$ cat src/hdl/lte_pkg.sv
// Shared types and constants for the LSB text extractor.
// Holds the per-k packing tables, the bit insertion helper and the
// request/response structs of the shared remainder unit. No dependencies.
package lte_pkg;

	localparam int unsigned CHAR_BITS = 8;
	localparam int unsigned HEADER_PIXELS = 3;
	localparam int unsigned NEED_W = 13;

	// Request to the shared remainder unit.
	typedef struct packed {
		logic       start;
		logic [7:0] dividend;
		logic [6:0] divisor;
	} remu_req_t;

	// Response of the shared remainder unit; rem is valid while done is high.
	typedef struct packed {
		logic       done;
		logic [6:0] rem;
	} remu_rsp_t;

	// Pixels per character, ceil(8/k), indexed by k-1.
	function automatic logic [3:0] ppc_of(input logic [2:0] code);
		logic [3:0] r;
		case (code)
			3'd0: r = 4'd8;
			3'd1: r = 4'd4;
			3'd2: r = 4'd3;
			3'd3: r = 4'd2;
			3'd4: r = 4'd2;
			3'd5: r = 4'd2;
			3'd6: r = 4'd2;
			default: r = 4'd1;
		endcase
		return r;
	endfunction

	// Bits carried by the final pixel of a character, 8-(ppc-1)*k.
	function automatic logic [3:0] last_bits_of(input logic [2:0] code);
		logic [3:0] r;
		case (code)
			3'd0: r = 4'd1;
			3'd1: r = 4'd2;
			3'd2: r = 4'd2;
			3'd3: r = 4'd4;
			3'd4: r = 4'd3;
			3'd5: r = 4'd2;
			3'd6: r = 4'd1;
			default: r = 4'd8;
		endcase
		return r;
	endfunction

	// Shifts n low bits of a pixel into the byte being assembled (n is 1..8).
	function automatic logic [7:0] take_bits(input logic [7:0] acc, input logic [7:0] pix,
			input logic [3:0] n);
		logic [15:0] sh;
		logic [7:0]  msk;
		sh  = {8'h00, acc} << n;
		msk = 8'hFF >> (4'd8 - n);
		return sh[7:0] | (pix & msk);
	endfunction

endpackage

$ cat src/hdl/lsb_text_extract_with_jumps.sv
// Top level of the LSB text extractor with pseudo-random jumps.
// Depends on lte_pkg and on the shared remainder unit lte_remu.
//
// The block takes one pixel low byte per input transaction and recovers a
// hidden text. A pixel with frame_start high opens an image: the least
// significant bits of its first three pixels give k-1, the number of data
// bits per pixel, then a length byte and that many characters follow, each
// packed MSB first into ceil(8/k) pixels. After the length byte and after
// each character that is not the last, a skip of some pixels is derived from
// the remaining padding (pixel_count minus the pixels the message needs,
// floored at zero) and the byte of the pixel just taken. Each recovered byte
// leaves as one output transaction; is_length flags the length byte and last
// flags the final byte of the message. The block works on one pixel at a
// time under a small sequencer. A pixel with no result returns to S_IDLE, and
// one that completes the final byte goes on to S_EMIT. Any other completed
// byte may pass through the shared remainder unit: once for the mod 8k when
// the padding is nonzero and padding ^ pixel is odd and, when that result
// plus one exceeds the padding, a second time for the mod padding+1; the
// length byte first goes through S_NEED and S_PADC to work out the padding.
// A finished byte sits in the output register while the next pixel is
// accepted; the sequencer only waits if a second byte is ready before the
// first is taken. pixel_count is to be written through cfg_we/cfg_data only
// while idle, which the block does not enforce; it is sampled in S_PADC.
module lsb_text_extract_with_jumps #(
	parameter int unsigned PIXEL_COUNT_BITS = 24
) (
	input  logic                        clk,
	input  logic                        arst_n,
	input  logic                        cfg_we,
	input  logic [PIXEL_COUNT_BITS-1:0] cfg_data,
	input  logic                        in_valid,
	output logic                        in_ready,
	input  logic                        frame_start,
	input  logic [7:0]                  pixel_byte,
	output logic                        out_valid,
	input  logic                        out_ready,
	output logic [7:0]                  character,
	output logic                        is_length,
	output logic                        last
);
	import lte_pkg::*;

	localparam int unsigned PW = PIXEL_COUNT_BITS;
	localparam int unsigned CMP_W = (PW > NEED_W) ? PW : NEED_W;
	localparam logic [PW-1:0] PC_RESET = PW'(65536);

	// Decoding phase of the message.
	typedef enum logic [3:0] {
		PH_IDLE = 4'b0001,
		PH_K    = 4'b0010,
		PH_LEN  = 4'b0100,
		PH_TEXT = 4'b1000
	} phase_t;

	// Sequencer that walks one pixel through its steps.
	typedef enum logic [7:0] {
		S_IDLE   = 8'b0000_0001,
		S_PIX    = 8'b0000_0010,
		S_NEED   = 8'b0000_0100,
		S_PADC   = 8'b0000_1000,
		S_JSTART = 8'b0001_0000,
		S_MOD1   = 8'b0010_0000,
		S_MOD2   = 8'b0100_0000,
		S_EMIT   = 8'b1000_0000
	} seq_t;

	seq_t              seq_q, seq_n;
	phase_t            phase_q, ph_n;
	logic [PW-1:0]     pc_q;
	logic              fs_q;
	logic [7:0]        pix_q;
	logic [2:0]        bits_q, bits_n;
	logic [3:0]        pic_q, pic_n;
	logic [7:0]        acc_q, acc_n;
	logic [7:0]        chars_q, chars_n;
	logic [6:0]        skip_q, skip_n;
	logic [PW-1:0]     pad_q;
	logic [NEED_W-1:0] need_q;

	// Pending result, waiting for the output register.
	logic              res_pend_q;
	logic [7:0]        res_char_q;
	logic              res_len_q;
	logic              res_last_q;

	logic              out_valid_q;
	logic [7:0]        out_char_q;
	logic              out_len_q;
	logic              out_last_q;

	// Per-pixel decode results.
	logic              clr_pad;
	logic              done_byte;
	logic              pix_res;
	logic              pix_len;
	logic              pix_last;
	logic [3:0]        ppc;
	logic [3:0]        kbits;
	logic [3:0]        nbits;
	logic [3:0]        pic_inc;

	// Jump arithmetic.
	logic [7:0]        jv;
	logic [6:0]        j1;
	logic              j1_fits;
	logic [6:0]        jump;
	logic              jump_done;
	logic              out_free;
	logic [CMP_W-1:0]  pc_x;
	logic [CMP_W-1:0]  need_x;
	logic [CMP_W-1:0]  pad_diff;
	logic [NEED_W-1:0] need_prod;

	remu_req_t         rreq;
	remu_rsp_t         rrsp;

	lte_remu u_remu (
		.clk    (clk),
		.arst_n (arst_n),
		.req    (rreq),
		.rsp    (rrsp)
	);

	assign in_ready  = (seq_q == S_IDLE);
	assign out_valid = out_valid_q;
	assign character = out_char_q;
	assign is_length = out_len_q;
	assign last      = out_last_q;
	assign out_free  = !out_valid_q || out_ready;

	// One pixel through the decoder state; only applied in S_PIX.
	always_comb begin
		ph_n      = phase_q;
		bits_n    = bits_q;
		pic_n     = pic_q;
		acc_n     = acc_q;
		chars_n   = chars_q;
		skip_n    = skip_q;
		clr_pad   = 1'b0;
		done_byte = 1'b0;
		pix_res   = 1'b0;
		pix_len   = 1'b0;
		pix_last  = 1'b0;
		// A new frame abandons whatever message was in progress.
		if (fs_q) begin
			ph_n    = PH_K;
			bits_n  = 3'd0;
			pic_n   = 4'd0;
			acc_n   = 8'd0;
			chars_n = 8'd0;
			skip_n  = 7'd0;
			clr_pad = 1'b1;
		end
		ppc     = ppc_of(bits_n);
		kbits   = {1'b0, bits_n} + 4'd1;
		pic_inc = pic_n + 4'd1;
		nbits   = (pic_inc >= ppc) ? last_bits_of(bits_n) : kbits;
		case (ph_n)
			PH_K: begin
				case (pic_n)
					4'd0: bits_n[2] = pix_q[0];
					4'd1: bits_n[1] = pix_q[0];
					default: bits_n[0] = pix_q[0];
				endcase
				pic_n = pic_inc;
				if (pic_inc >= 4'(HEADER_PIXELS)) begin
					pic_n = 4'd0;
					acc_n = 8'd0;
					ph_n  = PH_LEN;
				end
			end
			PH_LEN: begin
				acc_n = take_bits(acc_n, pix_q, nbits);
				pic_n = pic_inc;
				if (pic_inc >= ppc) begin
					pic_n     = 4'd0;
					done_byte = 1'b1;
					chars_n   = acc_n;
					pix_res   = 1'b1;
					pix_len   = 1'b1;
					pix_last  = (acc_n == 8'd0);
					ph_n      = (acc_n == 8'd0) ? PH_IDLE : PH_TEXT;
				end
			end
			PH_TEXT: begin
				if (skip_n != 7'd0) begin
					skip_n = skip_n - 7'd1;
				end else begin
					acc_n = take_bits(acc_n, pix_q, nbits);
					pic_n = pic_inc;
					if (pic_inc >= ppc) begin
						pic_n     = 4'd0;
						done_byte = 1'b1;
						chars_n   = chars_n - 8'd1;
						pix_res   = 1'b1;
						pix_last  = (chars_n == 8'd0);
						ph_n      = (chars_n == 8'd0) ? PH_IDLE : PH_TEXT;
					end
				end
			end
			default: begin
			end
		endcase
	end

	// Padding left after the message: pixel_count - (length+1)*ppc - 3, floored at zero.
	assign need_prod = NEED_W'({1'b0, chars_q} + 9'd1) * NEED_W'(ppc_of(bits_q));
	assign pc_x      = CMP_W'(pc_q);
	assign need_x    = CMP_W'(need_q);
	assign pad_diff  = pc_x - need_x;

	// Skip length: for odd v = (padding ^ pixel) mod 256, ((v mod 8k)+1) mod (padding+1).
	assign jv      = pad_q[7:0] ^ pix_q;
	assign j1      = rrsp.rem + 7'd1;
	assign j1_fits = (PW'(j1) <= pad_q);

	always_comb begin
		rreq.start    = 1'b0;
		rreq.dividend = jv;
		rreq.divisor  = {1'b0, bits_q, 3'b000} + 7'd8;
		jump_done     = 1'b0;
		jump          = 7'd0;
		case (seq_q)
			S_JSTART: begin
				rreq.start = (pad_q != '0) && jv[0];
			end
			S_MOD1: begin
				if (rrsp.done) begin
					if (j1_fits) begin
						jump_done = 1'b1;
						jump      = j1;
					end else begin
						// Padding is below 64 here, so padding+1 fits the divisor.
						rreq.start    = 1'b1;
						rreq.dividend = {1'b0, j1};
						rreq.divisor  = pad_q[6:0] + 7'd1;
					end
				end
			end
			S_MOD2: begin
				if (rrsp.done) begin
					jump_done = 1'b1;
					jump      = rrsp.rem;
				end
			end
			default: begin
			end
		endcase
	end

	always_comb begin
		seq_n = seq_q;
		case (seq_q)
			S_IDLE: begin
				if (in_valid) begin
					seq_n = S_PIX;
				end
			end
			S_PIX: begin
				if (!done_byte) begin
					seq_n = S_IDLE;
				end else if (pix_last) begin
					seq_n = S_EMIT;
				end else if (pix_len) begin
					seq_n = S_NEED;
				end else begin
					seq_n = S_JSTART;
				end
			end
			S_NEED: seq_n = S_PADC;
			S_PADC: seq_n = S_JSTART;
			S_JSTART: begin
				seq_n = rreq.start ? S_MOD1 : S_EMIT;
			end
			S_MOD1: begin
				if (rrsp.done) begin
					seq_n = j1_fits ? S_EMIT : S_MOD2;
				end
			end
			S_MOD2: begin
				if (rrsp.done) begin
					seq_n = S_EMIT;
				end
			end
			S_EMIT: begin
				if (!res_pend_q || out_free) begin
					seq_n = S_IDLE;
				end
			end
			default: seq_n = S_IDLE;
		endcase
	end

	// Control state.
	always_ff @(posedge clk or negedge arst_n) begin
		if (!arst_n) begin
			seq_q       <= S_IDLE;
			phase_q     <= PH_IDLE;
			pc_q        <= PC_RESET;
			bits_q      <= 3'd0;
			pic_q       <= 4'd0;
			acc_q       <= 8'd0;
			chars_q     <= 8'd0;
			skip_q      <= 7'd0;
			pad_q       <= '0;
			res_pend_q  <= 1'b0;
			out_valid_q <= 1'b0;
		end else begin
			seq_q <= seq_n;
			if (cfg_we) begin
				pc_q <= cfg_data;
			end
			if (seq_q == S_PIX) begin
				phase_q <= ph_n;
				bits_q  <= bits_n;
				pic_q   <= pic_n;
				acc_q   <= done_byte ? 8'd0 : acc_n;
				chars_q <= chars_n;
				skip_q  <= skip_n;
				if (clr_pad) begin
					pad_q <= '0;
				end
				res_pend_q <= pix_res;
			end
			if (seq_q == S_PADC) begin
				pad_q <= (pc_x >= need_x) ? PW'(pad_diff) : '0;
			end
			if (jump_done) begin
				pad_q  <= pad_q - PW'(jump);
				skip_q <= jump;
			end
			if (seq_q == S_EMIT && res_pend_q && out_free) begin
				out_valid_q <= 1'b1;
				res_pend_q  <= 1'b0;
			end else if (out_ready) begin
				out_valid_q <= 1'b0;
			end
		end
	end

	// Payload registers.
	always_ff @(posedge clk) begin
		if (in_ready && in_valid) begin
			fs_q  <= frame_start;
			pix_q <= pixel_byte;
		end
		if (seq_q == S_PIX && pix_res) begin
			res_char_q <= acc_n;
			res_len_q  <= pix_len;
			res_last_q <= pix_last;
		end
		if (seq_q == S_NEED) begin
			need_q <= need_prod + NEED_W'(HEADER_PIXELS);
		end
		if (seq_q == S_EMIT && res_pend_q && out_free) begin
			out_char_q <= res_char_q;
			out_len_q  <= res_len_q;
			out_last_q <= res_last_q;
		end
	end

endmodule

$ cat src/hdl/lte_remu.sv
// Shared restoring remainder unit: 8-bit dividend by 7-bit nonzero divisor.
// One dividend bit per cycle; depends on lte_pkg for its request/response structs.
module lte_remu (
	input  logic              clk,
	input  logic              arst_n,
	input  lte_pkg::remu_req_t req,
	output lte_pkg::remu_rsp_t rsp
);
	import lte_pkg::*;

	logic       busy_q;
	logic       done_q;
	logic [2:0] cnt_q;
	logic [7:0] dvd_q;
	logic [6:0] div_q;
	logic [6:0] rem_q;
	logic [7:0] trial;
	logic [7:0] diff;

	assign trial = {rem_q, dvd_q[7]};
	assign diff  = trial - {1'b0, div_q};

	always_ff @(posedge clk or negedge arst_n) begin
		if (!arst_n) begin
			busy_q <= 1'b0;
			done_q <= 1'b0;
			cnt_q  <= 3'd0;
		end else begin
			done_q <= 1'b0;
			if (req.start) begin
				busy_q <= 1'b1;
				cnt_q  <= 3'd7;
			end else if (busy_q) begin
				cnt_q <= cnt_q - 3'd1;
				if (cnt_q == 3'd0) begin
					busy_q <= 1'b0;
					done_q <= 1'b1;
				end
			end
		end
	end

	always_ff @(posedge clk) begin
		if (req.start) begin
			dvd_q <= req.dividend;
			div_q <= req.divisor;
			rem_q <= 7'd0;
		end else if (busy_q) begin
			dvd_q <= {dvd_q[6:0], 1'b0};
			// The partial remainder stays below the divisor, so 7 bits hold it.
			rem_q <= (trial >= {1'b0, div_q}) ? diff[6:0] : trial[6:0];
		end
	end

	assign rsp.done = done_q;
	assign rsp.rem  = rem_q;

endmodule

$ cat config.mk
export PLATFORM = sky130hd
export DESIGN_NAME = lsb_text_extract_with_jumps
export DESIGN_NICKNAME = d
export VERILOG_FILES = /design/src/hdl/lte_pkg.sv /design/src/hdl/lsb_text_extract_with_jumps.sv /design/src/hdl/lte_remu.sv
export SDC_FILE = /design/constraint.sdc
export NUM_CORES = 1
export LEC_CHECK = 0
export BUFFER_PORTS_ARGS = -buffer_cell sky130_fd_sc_hd__buf_2
export CAP_MARGIN = 10
export CORE_ASPECT_RATIO = 1.2
export CORE_MARGIN = 2
export CORE_UTILIZATION = 63
export DETAILED_ROUTE_END_ITERATION = 16
export PLACE_DENSITY = 0.81
export SLEW_MARGIN = 40
export SYNTH_ARGS = -nofsm -noshare
export SYNTH_HDL_FRONTEND = slang
export SYNTH_SLANG_ARGS = --single-unit
$ cat constraint.sdc
create_clock -name clk -period 5.65 [get_ports clk]
set_input_delay 1.13 -clock clk [delete_from_list [all_inputs] [get_ports clk]]
set_output_delay 1.13 -clock clk [all_outputs]
set_load 0.02 [all_outputs]
==> key figures <==
Timing
  – Setup TNS Final: 0 ps
  – Number of hold violations in the final report: 0
  – Worst rel slew slack: 0.451
  – Number of setup violations in the final report: 0
  – Highest clock rate: 193 MHz
  – Setup repair after global routing missed its margin: no
  – Pin slew with the least headroom to its limit: 818 ps
  – Period utilisation layout: 0.918
  – Final worst slack: 462 ps
  – Max-slew violation count: 0
  – Setup Skew: 16.7 ps
  – Min cycle time layout: 5190 ps

Cells and area
  – Antenna diode count: 0
  – Number of standard cells in the final layout excluding fillers: 1669
  – Finished Cell Area: 13200 um^2
  – Final nets: 1534
  – Layout Area Growth over Synthesis: 9.21%
  – Most common cell after layout, fill and taps aside: nand2_1
  – Proportion of layout cells with a drive suffix above 1: 0.121
  – FILL cells: 1583
  – Commonest non-fill, non-tap cells in the layout: nand2_1 (143), nor2_1 (100), dfrtp_1 (94), inv_1 (84)

Status
  – Result of the run: complete, no violations

Yosys
  – Area of the mapped netlist: 12100 um^2
  – Share of the synthesized area in compound gates (AO/OA/AOI/OAI): 0.207
  – Mux share of post-synthesis cell area: 0.0308
  – Async set or reset register ratio after synthesis: 0.602
  – Number of synthesized register bits: 161
  – Number of warning messages in the yosys log: 0
  – Synth Instances: 1362
  – Xor-xnor portion of the synthesized cell area: 0.0508
  – Primary flip-flop cell chosen by synthesis mapping: dfrtp_1
  – Largest family of logic cells by synthesized area: compound AO/OA/AOI/OAI gates
  – Syn Nets: 1496
  – Average cell area after synthesis: 8.86 um^2
  – EDFF count, synth: 57
  – Number of distinct standard cells referenced by the synthesized netlist: 94
  – Sequential fraction of the synthesis area: 0.355
  – Area fraction in and, or, nand and nor cells after synthesis: 0.198
  – Adder and majority cell fraction of the synthesized area: 0.110

Placement
  – Dpl cells: 1637
  – Routability cong.: 1.01
  – Estimated wirelength of the detail-placed design: 24300 um
  – Number of I/O port buffers: 49
  – Post-Place Setup Slack: 578 ps
  – Area post-placement: 12600 um^2

Power
  – Clock Power Share: 0.223
  – NetSw: 2.07 mW
  – Share of total power in sequential cells: 0.306
  – Cell-internal power: 2.81 mW
  – Share of power burned in combinational logic: 0.470
  – Worst supply voltage drop on vdd: 492 uV
  – PwrDens: 370 nW/um^2
  – Sw Share: 0.424
  – Standby leakage power: 5.66 nW

Min path
  – Hold worst-path end: character[1]
  – Path class of the lowest-slack min-delay path: reg2reg
  – Count of cells along the worst hold path: 0
  – Start point of the worst hold path: res_char_q[1]

Setup path
  – Most frequent cell on the critical path: nand2_1
  – Critical R2R Launch: u_remu.rem_q[4]
  – Slowest cell on the critical path: dfxtp_1
  – Worst setup startpoint: u_remu.rem_q[4]
  – CP Launch Type: register
  – Max FO, Critical Path: 7
  – Worst reg2reg path endpoint: pad_q[14]
  – Slack of the worst reg-to-reg path: 460 ps
  – Crit path kind: reg2reg
  – Worst EP arrival: 5520 ps
  – Depth of the worst register-to-register path: 23
  – Data required time at the worst endpoint: 5980 ps
  – Cells along the critical path: and3_1 > nand3_1 > xnor2_1 > ha_1 > a21o_1 > a21oi_1 > nor2_1 > o311ai_2 > nand2_1 > nor2_1 > nand2_1 > o21a_1 > ha_1 > nor2b_1 > o21ai_0 > a21oi_1 > o21ai_0 > a21boi_0 > or3_1 > nor3_1 > buf_4 > nand2_1 > o221ai_1
  – Critical Path Max Stage Delay: 480 ps
  – Critical Path End Type: register

Floorplan
  – Horizontal die dimension: 130 um
  – Vert. Die Dim: 156 um
  – Top-Level Pins: 50
  – Area of the die: 20300 um^2
  – Row cnt: 55
  – Starting density of the core: 0.640
  – Floorplan core area: 18900 um^2

CTS
  – Number of buffers created by CTS: 17
  – TritonCTS clock tree: built
  – Clock Path Buffers: 2
  – Worst-skew pair later-pin latency: 430 ps
  – Sink count of the clock tree: 161
  – Resized Gates After CTS: 0
  – Number of levels the H-tree was split into: 4
  – Setup Fix Bufs, Post-CTS: 0
  – Clock-pin slew on the worst setup and hold paths: 60 ps
  – CTS hold repair buffers: 0
  – Clock root cell: clkbuf_16

Global route
  – GRT Total Usage: 0.328
  – Overflow left after global routing: 0
  – Number of antenna violations at the first check in global routing: 0
  – Number of global-route vias before repair: 10500
  – First-pass GRT wire length: 52400 um
  – Largest net degree at the start of global routing: 68

Route
  – Vias: 10700
  – Detailed Route Iter0 Violations: 911
  – Per-cell routed wire length: 19.3 um
  – Number of nets still failing antenna checks after routing: 0
  – Total wire length after detailed routing: 32300 um
  – Number of search-and-repair iterations in the first detailed-routing pass: 6
  – Remaining routing DRC violations: 0
  – Vias per inst: 6.41

Run
  – Max-capacitance violation count: 0
-- area by class of cell --
| class | instances | area [um^2] | area share |
|---|---|---|---|
| tap | 256 | 320 | 0.0243 |
| clock buffer | 23 | 490 | 0.0372 |
| multi-input combinational | 1053 | 7230 | 0.548 |
| timing repair buffer | 79 | 477 | 0.0362 |
| clock inverter | 9 | 53.8 | 0.00408 |
| inverter | 88 | 330 | 0.0251 |
| sequential | 161 | 4280 | 0.325 |
-- logic make-up (layout without fill, tap and decap cells) --
| logic type | after synthesis | after routing |
|---|---|---|
| XOR/XNOR | 70 | 70 |
| AO/OA/AOI/OAI | 375 | 375 |
| multiplexers | 34 | 34 |
| AND/OR/NAND/NOR | 478 | 478 |
| adder cells (fa/ha/maj) | 96 | 96 |
| buffers and inverters | 148 | 199 |
| flip-flops | 161 | 161 |
-- synthesized netlist by cell type (all sizes together) (9+ instances only) --
| master | instances | area share |
|---|---|---|
| xor2 | 28 | 0.020 |
| nor3 | 37 | 0.017 |
| a211oi | 13 | 0.0081 |
| a21oi | 74 | 0.031 |
| a22o | 16 | 0.012 |
| o211ai | 12 | 0.0075 |
| a21boi | 9 | 0.0056 |
| dfrtp | 94 | 0.19 |
| o221ai | 18 | 0.014 |
| nand4 | 13 | 0.0067 |
| xnor2 | 42 | 0.030 |
| nand2b | 17 | 0.0088 |
| mux2 | 25 | 0.023 |
| nor4 | 11 | 0.0057 |
| ha | 79 | 0.082 |
| buf | 17 | 0.0078 |
| edfxtp | 57 | 0.14 |
| nand2 | 143 | 0.044 |
| o21a | 11 | 0.0068 |
| inv | 88 | 0.027 |
| nor2 | 103 | 0.032 |
| a22oi | 10 | 0.0062 |
| o21ai | 109 | 0.046 |
| or3 | 21 | 0.011 |
| fa | 17 | 0.028 |
| nor2b | 22 | 0.011 |
| and2 | 14 | 0.0073 |
| mux2i | 9 | 0.0075 |
| and3 | 18 | 0.0093 |
| a21o | 21 | 0.013 |
| nand3 | 43 | 0.018 |
| a31oi | 11 | 0.0057 |
| clkbuf | 43 | 0.013 |
-- power groups by stage --
stage	Sequential [mW]	Combinational, mW	Clock [mW]
final	1.49	2.29	1.09
after global routing	1.51	2.53	1.14
after CTS	1.49	2.26	1.09
after detailed placement	1.51	2.24	0
after global placement	1.51	2.18	0
after floorplan	1.43	1.68	0
-- registers in the layout, summed over array words and instances, names as in the netlist, 3 cells and up --
name,cells
u_remu.dvd_q,8
pix_q,8
u_remu.cnt_q,3
need_q,13
pic_q,4
bits_q,3
pad_q,24
phase_q,4
skip_q,7
pc_q,24
res_char_q,8
seq_q,8
acc_q,8
u_remu.div_q,7
u_remu.rem_q,7
character,8
chars_q,8
-- worst max-delay path: cells and delay by family (launching register included) --
kind            cells  cell delay (ps)
fa+ha+maj           2              650
simple gates       10             1630
compound gates      9             1800
xor+xnor            1              380
flops               1              480
buf+inv             1              170
-- stage by stage --
step           power, mW  utilization  hold WS, ps
3_3_place_gp        3.68        0.669          401
6_report            4.87        0.699          421
4_1_cts             4.84        0.699          425
2_1_floorplan       3.12            -          400
5_1_grt             5.18        0.699          439
3_5_place_dp        3.75        0.670          410
-- how the worst max path moves through the flow --
stage | to | slack [ps] | depth (start not counted)
global placement | pad_q[18] | 660 | 23
detailed placement | pad_q[14] | 580 | 23
global route | pad_q[14] | 90 | 23
floorplan | res_last_q | 640 | 21
CTS | pad_q[11] | 520 | 21
finish | pad_q[14] | 460 | 23
-- per-layer routing --
metal	vias to the layer above	track usage	wire length, um	share of wire
met5	-	0	0	0
met4	0	0.167	1640	0.051
met3	120	0.0538	1710	0.053
met2	402	0.557	16000	0.50
met1	5159	0.402	12900	0.40
li1	5022	-	-	-
Note: power is estimated with default switching activity, not from simulation.
